==> src/rtl/vpfc_pkg.sv <==
`timescale 1ns / 1ps
// ----------------------------------------------------------------------------
// vpfc_pkg
// Types and constants of the vertex position format converter.
// ----------------------------------------------------------------------------
package vpfc_pkg;

  localparam logic [2:0] FMT_U8  = 3'd0;
  localparam logic [2:0] FMT_S8  = 3'd1;
  localparam logic [2:0] FMT_U16 = 3'd2;
  localparam logic [2:0] FMT_S16 = 3'd3;

  localparam logic [1:0] REG_SOURCE_FORMAT   = 2'd0;
  localparam logic [1:0] REG_COMPONENT_COUNT = 2'd1;
  localparam logic [1:0] REG_FRAC_BITS       = 2'd2;
  localparam logic [1:0] REG_FLOAT_OUTPUT    = 2'd3;

  localparam logic [1:0] COUNT_THREE = 2'd3;

  typedef struct packed {
    logic [31:0] comp_x;
    logic [31:0] comp_y;
    logic [31:0] comp_z;
  } in_t;

  typedef struct packed {
    logic [31:0] out_x;
    logic [31:0] out_y;
    logic [31:0] out_z;
    logic [5:0]  scale_word;
    logic        scale_valid;
  } out_t;

  typedef struct packed {
    logic [2:0] source_format;
    logic       has_z;
    logic [4:0] frac_bits;
    logic       float_output;
  } cfg_t;

endpackage

==> src/rtl/vpfc_conv.sv <==
`timescale 1ns / 1ps
// ----------------------------------------------------------------------------
// vpfc_conv
// One component: extend per format, optionally convert to scaled float32; other formats pass the raw word through.
// ----------------------------------------------------------------------------
module vpfc_conv (
  input  vpfc_pkg::cfg_t cfg_i,
  input  logic           present_i,
  input  logic [31:0]    raw_i,
  output logic [31:0]    word_o
);

  logic [16:0] ext;      // 17-bit signed value
  logic        neg;
  logic [15:0] mag;
  logic [3:0]  msb;
  logic [15:0] norm;
  logic [8:0]  expo;
  logic [31:0] flt;

  always_comb begin
    case (cfg_i.source_format)
      vpfc_pkg::FMT_U8:  ext = {9'd0, raw_i[7:0]};
      vpfc_pkg::FMT_S8:  ext = {{9{raw_i[7]}}, raw_i[7:0]};
      vpfc_pkg::FMT_U16: ext = {1'b0, raw_i[15:0]};
      default:           ext = {raw_i[15], raw_i[15:0]};
    endcase
    if (!present_i) ext = '0;
    neg = ext[16];
    mag = neg ? 16'(-ext) : ext[15:0];
    // -32768 gives mag 0x8000, still correct
    msb = '0;
    for (int i = 0; i < 16; i++) begin
      if (mag[i]) msb = 4'(i);
    end
    norm = mag << (4'd15 - msb);
    expo = 9'd127 + {5'd0, msb} - {4'd0, cfg_i.frac_bits};
    if (mag == '0) flt = '0;
    else flt = {neg, expo[7:0], norm[14:0], 8'd0};

    if (cfg_i.source_format > vpfc_pkg::FMT_S16) word_o = present_i ? raw_i : '0;
    else if (cfg_i.float_output) word_o = flt;
    else word_o = {{15{ext[16]}}, ext};
  end

endmodule

==> src/rtl/vertex_position_format_converter.sv <==
`timescale 1ns / 1ps
// ----------------------------------------------------------------------------
// vertex_position_format_converter
// Converts a raw 2/3-component vertex position to three 32-bit words.
// ----------------------------------------------------------------------------
//  Channel | Direction | Handshake          | Payload
//  in      | input     | in_valid/in_ready  | vpfc_pkg::in_t
//  out     | output    | out_valid/out_ready| vpfc_pkg::out_t
//  cfg     | input     | cfg_we (no wait)   | cfg_idx_i, cfg_data_i
//
//  One request per cycle unless stalled: input register, conversion logic,
//  result register.
//  Input stage advances whenever the result register is empty or being taken.
//  Reset clears valid flags and loads register defaults (count 3).
// ----------------------------------------------------------------------------
module vertex_position_format_converter (
  input  logic           clk_i,
  input  logic           rst_ni,
  input  logic           in_valid_i,
  output logic           in_ready_o,
  input  vpfc_pkg::in_t  in_data_i,
  output logic           out_valid_o,
  input  logic           out_ready_i,
  output vpfc_pkg::out_t out_data_o,
  input  logic           cfg_we_i,
  input  logic [1:0]     cfg_idx_i,
  input  logic [4:0]     cfg_data_i
);

  logic [2:0] fmt_q;
  logic [1:0] cnt_q;
  logic [4:0] frac_q;
  logic       flt_q;
  vpfc_pkg::cfg_t cfg;

  always_ff @(posedge clk_i or negedge rst_ni) begin
    if (!rst_ni) begin
      fmt_q <= vpfc_pkg::FMT_U8;
      cnt_q <= vpfc_pkg::COUNT_THREE;
      frac_q <= '0;
      flt_q <= 1'b0;
    end else if (cfg_we_i) begin
      unique case (cfg_idx_i)
        vpfc_pkg::REG_SOURCE_FORMAT:   fmt_q  <= cfg_data_i[2:0];
        vpfc_pkg::REG_COMPONENT_COUNT: cnt_q  <= cfg_data_i[1:0];
        vpfc_pkg::REG_FRAC_BITS:       frac_q <= cfg_data_i;
        default:                       flt_q  <= cfg_data_i[0];
      endcase
    end
  end

  assign cfg = '{source_format: fmt_q, has_z: (cnt_q == vpfc_pkg::COUNT_THREE),
                 frac_bits: frac_q, float_output: flt_q};

  // input register stage
  logic          s1_valid_q;
  vpfc_pkg::in_t s1_q;
  logic          s1_adv;
  logic          out_free;

  assign out_free   = !out_valid_o || out_ready_i;
  assign s1_adv     = s1_valid_q && out_free;
  assign in_ready_o = !s1_valid_q || out_free;

  always_ff @(posedge clk_i or negedge rst_ni) begin
    if (!rst_ni) s1_valid_q <= 1'b0;
    else if (in_ready_o) s1_valid_q <= in_valid_i;
  end
  always_ff @(posedge clk_i) begin
    if (in_ready_o && in_valid_i) s1_q <= in_data_i;
  end

  vpfc_pkg::out_t res;
  logic           scaled;

  vpfc_conv u_cx (.cfg_i(cfg), .present_i(1'b1), .raw_i(s1_q.comp_x), .word_o(res.out_x));
  vpfc_conv u_cy (.cfg_i(cfg), .present_i(1'b1), .raw_i(s1_q.comp_y), .word_o(res.out_y));
  vpfc_conv u_cz (.cfg_i(cfg), .present_i(cfg.has_z), .raw_i(s1_q.comp_z),
                  .word_o(res.out_z));

  assign scaled          = (fmt_q <= vpfc_pkg::FMT_S16) && !flt_q;
  assign res.scale_word  = scaled ? ({1'b0, frac_q} + 6'd1) : 6'd0;
  assign res.scale_valid = scaled;

  // result register
  logic out_valid_q;
  vpfc_pkg::out_t out_q;
  always_ff @(posedge clk_i or negedge rst_ni) begin
    if (!rst_ni) out_valid_q <= 1'b0;
    else if (out_free) out_valid_q <= s1_valid_q;
  end
  always_ff @(posedge clk_i) begin
    if (s1_adv) out_q <= res;
  end

  assign out_valid_o = out_valid_q;
  assign out_data_o  = out_q;

endmodule

==> config.mk <==
export PLATFORM = sky130hd
export DESIGN_NAME = vertex_position_format_converter
export DESIGN_NICKNAME = d
export VERILOG_FILES = /design/src/rtl/vpfc_pkg.sv /design/src/rtl/vpfc_conv.sv /design/src/rtl/vertex_position_format_converter.sv
export SDC_FILE = /design/constraint.sdc
export NUM_CORES = 1
export LEC_CHECK = 0
export ABC_CLOCK_PERIOD_IN_PS = 14700
export BUFFER_PORTS_ARGS = -buffer_cell sky130_fd_sc_hd__buf_2
export CAP_MARGIN = 20
export CORE_MARGIN = 2
export CORE_UTILIZATION = 41
export CTS_BUF_LIST = sky130_fd_sc_hd__clkbuf_4
export DETAILED_ROUTE_END_ITERATION = 8
export SYNTH_ARGS = -nofsm -noshare
export SYNTH_HDL_FRONTEND = slang
export SYNTH_SLANG_ARGS = --single-unit
==> constraint.sdc <==
create_clock -name clk_i -period 14.7 [get_ports clk_i]
set_input_delay 0.735 -clock clk_i [delete_from_list [all_inputs] [get_ports clk_i]]
set_output_delay 0.735 -clock clk_i [all_outputs]
set_load 0.02 [all_outputs]
# Yosys cells after proc, flatten, opt, wreduce, memory -nomap -nowiden
# Index checks and enable logic that the tools add are counted.
[classes]
addsub = 13
n_lt_le_gt_ge = 2
eq_ne = 5
n_shift = 3
muxes = 62
bitwise = 1
n_reduce_logical = 18
[op_table]
columns = ["operator", "count"]
rows = [
  ["2-to-1 mux 32 bit", 10],
  ["one-hot mux 17 bit (3 select lines)", 3],
  ["2-to-1 mux 4 bit", 24],
  ["logical NOT 16 bit", 3],
  ["2-to-1 mux 16 bit", 3],
  ["negator 16 bit", 3],
  ["left shift 16 x 4 -> 15 bit", 3],
  ["2-to-1 mux 3 bit", 12],
  ["adder 7 x 4 -> 8 bit, first input constant", 3],
  ["subtractor 8 x 5 -> 8 bit", 3],
  ["2-to-1 mux 17 bit", 1],
  ["2-to-1 mux 2 bit", 6],
  ["subtractor 4 bit, first input constant", 3],
  ["AND reduction 2 bit", 4],
  ["adder 5 x 1 -> 6 bit, second input constant", 1],
  ["== test 2 bit, second input constant", 2],
  ["== test 3 x 1 -> 1 bit, second input constant", 1],
  ["== test 3 x 2 -> 1 bit, second input constant", 1],
  ["greater-than comparator 3 x 2 -> 1 bit, second input constant", 1],
  ["less-or-equal comparator 3 x 2 -> 1 bit, second input constant", 1],
  ["logical AND 1 bit", 3],
  ["logical NOT 1 bit", 3],
  ["logical NOT 3 bit", 1],
  ["2-to-1 mux 1 bit", 3],
  ["other kinds (5)", 6],
]
[totals]
regBits = 212
in_bits = 108
output_inout_bits = 105
wordCells = 118

# Logic depth before layout (Yosys ltp)
[depth]
ltp_word = 25
ltp_mapped = 23
mapped_depth_nobuf = 18

# By module
# Synthesis repeated with hierarchy kept, for this count alone.
[hier_totals]
hier_cells = 1404
area_unflattened_um2 = 13985.9
[modules_own_cells]
columns = ["module", "instances", "cells_per_inst", "area_per_inst_um2", "seq_area_each_um2"]
rows = [
  ["vertex_position_format_converter", 1, 252, 6643.9, 6303.5],
  ["vpfc_conv (u_cx ...)", 2, 388, 2479.9, 0.0],
  ["vpfc_conv (u_cz)", 1, 376, 2382.3, 0.0],
]

# Worst setup path after synthesis
# OpenSTA, ideal clock, no wires.
[synth_timing]
kind = "register to register"
start = "reg cnt_q[0]"
end = "reg out_q (netlist bit out_data_o[34]), data pin"
setup_ns = 0.256
arrival_ns = 4.391
t_required_ns = 14.444
path_slack_ns = 10.053
stages_incl_launch_ff = 21
n_path_buf = 3
period_less_slack_ns = 4.647
cell_sequence = "dfstp_2 and2_1 clkbuf_1 clkbuf_1 clkbuf_1 nand2_1 ha_1 nor3b_1 a31oi_1 mux2i_1 a31oi_1 o2111a_1 o32ai_2 inv_1 ha_1 fa_1 a21o_1 a21oi_1 xor2_1 o21ai_0 nand2_1"
[synth_rtl]
columns = ["element", "line", "rtl"]
rows = [
  ["start, declared", "vertex_position_format_converter.sv:31", "logic [1:0] cnt_q;"],
  ["start signal, assigned", "vertex_position_format_converter.sv:39", "cnt_q <= vpfc_pkg::COUNT_THREE;"],
  ["start signal, assigned", "vertex_position_format_converter.sv:45", "vpfc_pkg::REG_COMPONENT_COUNT: cnt_q <= cfg_data_i[1:0];"],
  ["end signal, assigned", "vertex_position_format_converter.sv:93", "if (s1_adv) out_q <= res;"],
  ["end, declared", "vertex_position_format_converter.sv:87", "vpfc_pkg::out_t out_q;"],
]

==> run metrics <==
cell area after layout=about 15000 sq um; status=completed; net switching power=between 0.001 and 0.0015 W; routed len/inst=about 21 microns; detailed-route via count=about 12000; Starting Density=roughly 41%; worst r2r src=fmt_q[2]$_DFFE_PN0P_; Hold Crit Class=in -> reg; I/O pin count=213; CTS Sinks=around 210; hpwl dp=approximately 30 mm; P_leak=just under 6 nW; Global Route Usage Sum=23.5%; Bufs on Longest Clock Path=3; nets@finish=between 1500 and 2000; Vias/cell=approximately 5.8; crit path max fanout=between 70 and 80; Mapped Cells=approximately 1300; Int Pwr=0.00143 W; Clock Tree Root=clkbuf_4; Synth top cells by count=edfxtp_1 (199), nor2_1 (114), a21oi_1 (106); DIE AREA=34100 sq um; Synth area leaders=edfxtp_1 (45%), a21oi_1 (4.0%), nor2_1 (3.2%), o21ai_0 (3.0%), mux2i_1 (2.6%); area grow syn2layout=15.1%; Final Max Slew Viols=0; FP Rows=between 60 and 70; crit share post-route=slightly below 40%; Filler cells=approximately 3100; Die Ht=185 microns; CP Class=reg -> reg; Top FF cell, synth=edfxtp_1; antenna violations before repair=2; clock power share=approximately a fifth; CTS H-tree lvls=2; syn nets=roughly 1400; DRT iter0 DRCs=roughly 940; hold path endpoint=s1_q[7]$_DFFE_PP_; Final ANT Viol Nets=0; R2R depth=16; CTS tree=done; Yosys cell types=114; min-delay src=in_data_i[7]; Reg power frac=between 30% and 40%; WP data required=between 15 and 20 ns; WL final=40.9 mm; maxcap violations=0; Worst EP arrival=6.40 ns; IO buf count=212; Worst Tran Pin Value=about 1.1 ns; critical path startpoint category=register; Post-synth EDFFs=between 150 and 200; top cell type's share of synthesized area=between 40% and 50%; Final Power=roughly 0.0025 W; Setup crit end kind=register; Final Skew=around 0.029 ns; critical path startpoint=fmt_q[2]$_DFFE_PN0P_; core area=about 32000 sq um; dpl cell area=14700 sq um; power per cell area=between 150 and 200 nW/um^2; final-report hold violation count=0; clock latency on the worst-skew pair=0.74 ns; GR Overflow Total=0; f_max=approximately 170 MHz; sequential share of the synthesized area=a little under half; clock slew at reported path FFs=approximately 0.07 ns; RSZ-0062 raised after global routing=false; Num CTS Buffers=57; DRT Pass-1 Iters=5; Avg Cell Area, Syn=about 10 sq um; largest net degree at the start of global routing=75; share of total power in combinational logic=between 40% and 50%; first-pass GRT wire length=about 62 mm; Async S/R FF share, synth=6.13%; Die W=~180 microns; capturing point of the worst reg2reg path=out_data_o[35]$_DFFE_PP_; flops & latches, synth=212; most common cell in the synthesized netlist=edfxtp_1; setup violators final=0; GP Congestion=approximately 0.97; Final min period=slightly below 6 ns; cells resized by post-CTS repair=0; layout cells sized above 1=26.6%; hold path cells=1; setup TNS=0 ns; Post-route DRC=0; worst reg-to-reg setup slack=8.89 ns; Cell Area, Synth=13400 sq um; largest area contributor in the netlist=edfxtp_1; vias in the first global route=approximately 11000; Max VDD drop=slightly above 0.07 mV; switch share=between 40% and 50%; max_slew headroom=roughly 30%; yosys warns=0
## cell usage in the layout (no fill, tap or decap), drive strengths merged, types with 9 or more instances in the layout
cell type | synthesis | layout
xnor2 | 26 | 26
nand2b | 14 | 14
a31oi | 16 | 16
clkinv | 0 | 9
a21o | 19 | 19
a21oi | 108 | 108
buf | 40 | 224
nand3 | 43 | 43
inv | 40 | 40
o211ai | 26 | 26
nor2 | 116 | 116
xor2 | 19 | 19
mux2 | 30 | 30
a22oi | 13 | 13
a32oi | 13 | 13
or2 | 10 | 10
and3 | 19 | 19
nand2 | 82 | 82
o21ai | 92 | 92
o22ai | 22 | 22
dfrtp | 11 | 11
mux2i | 38 | 38
edfxtp | 199 | 199
a211oi | 20 | 20
nor3 | 22 | 22
and2 | 25 | 25
clkbuf | 36 | 85
ha | 18 | 18
## area by class of cell
cell class              instances  area, sq um  area share [%]
flip-flops and latches        212         6300            40.9
well taps                     442          553            3.59
multi-input cells             962         6540            42.4
diodes                          3         7.51          0.0487
inverters                      40          155            1.01
clock buffers                  85          638            4.14
clock inverters                12         61.3           0.398
repair buffers                225         1160            7.53
## stage by stage
stage               std cells  hold slack, ns  worst slack [ns]  util, %
CTS                      1978           0.105              9.02     47.6
detailed placement       1880           0.490              9.06     45.4
floorplan                1290           0.439             10.05        -
global route             1980           0.117              8.40     47.6
finish                   1981           0.169              8.89     47.6
global placement         1880           0.473              9.14     45.4
## worst max path at each step
stage,end,slack [ns],cells past startpoint
after floorplan,out_data_o[34]$_DFFE_PP_,10.05,20
after global placement,out_data_o[66]$_DFFE_PP_,9.14,14
final,out_data_o[35]$_DFFE_PP_,8.89,16
after detailed placement,out_data_o[37]$_DFFE_PP_,9.06,15
after CTS,out_data_o[35]$_DFFE_PP_,9.02,16
after global routing,out_data_o[35]$_DFFE_PP_,8.40,16
## critical path, cell delays in order, from the launching register on
cell,delay (ns)
dfrtp_2,0.75
buf_4,0.71
nand4bb_1,0.49
nand3_1,0.57
and4_1,0.40
nor2_1,0.35
nand4_1,0.32
a21o_1,0.28
and2_1,0.22
inv_1,0.29
ha_1,0.34
a21oi_1,0.23
inv_1,0.07
a21oi_1,0.14
o21ai_0,0.10
o21ai_0,0.23
a22o_1,0.15
## layer usage
metal | vias up | track usage, % | part of all wire (%)
met2 | 495 | 37.5 | 47
met4 | 0 | 10.1 | 3.4
met3 | 86 | 4.82 | 7.1
li1 | 5429 | - | -
met1 | 5553 | 31.0 | 43
met5 | - | 0 | 0
## registers in the layout, indices dropped and copies added, names as in the netlist
| name | cells |
|---|---|
| s1_q | 96 |
| cnt_q | 2 |
| frac_q | 5 |
| out_data_o | 103 |
| out_valid_o | 1 |
| flt_q | 1 |
| s1_valid_q | 1 |
| fmt_q | 3 |
## kinds of logic after synthesis
group / Yosys count / synth area share (%)
simple gates: 393 / 15.4
xor+xnor: 45 / 3.00
mux: 68 / 5.72
flops: 212 / 47.0
buf+inv: 116 / 4.23
compound gates: 435 / 22.5
fa+ha+maj: 21 / 2.13
## power groups by stage
stage,Clock [W],Sequential [W],Combinational (W)
5_1_grt,0.000555,0.000827,0.00123
4_1_cts,0.000529,0.000819,0.00112
2_1_floorplan,0,0.000873,0.000780
3_3_place_gp,0,0.000830,0.00111
6_report,0.000510,0.000818,0.00113
3_5_place_dp,0,0.000831,0.00111
## repair_timing
item	in CTS	in global routing
setup buffers	0	0
hold endpoints to repair	11	0
hold buffers	1	0
Power figures use the tool's default switching activity.
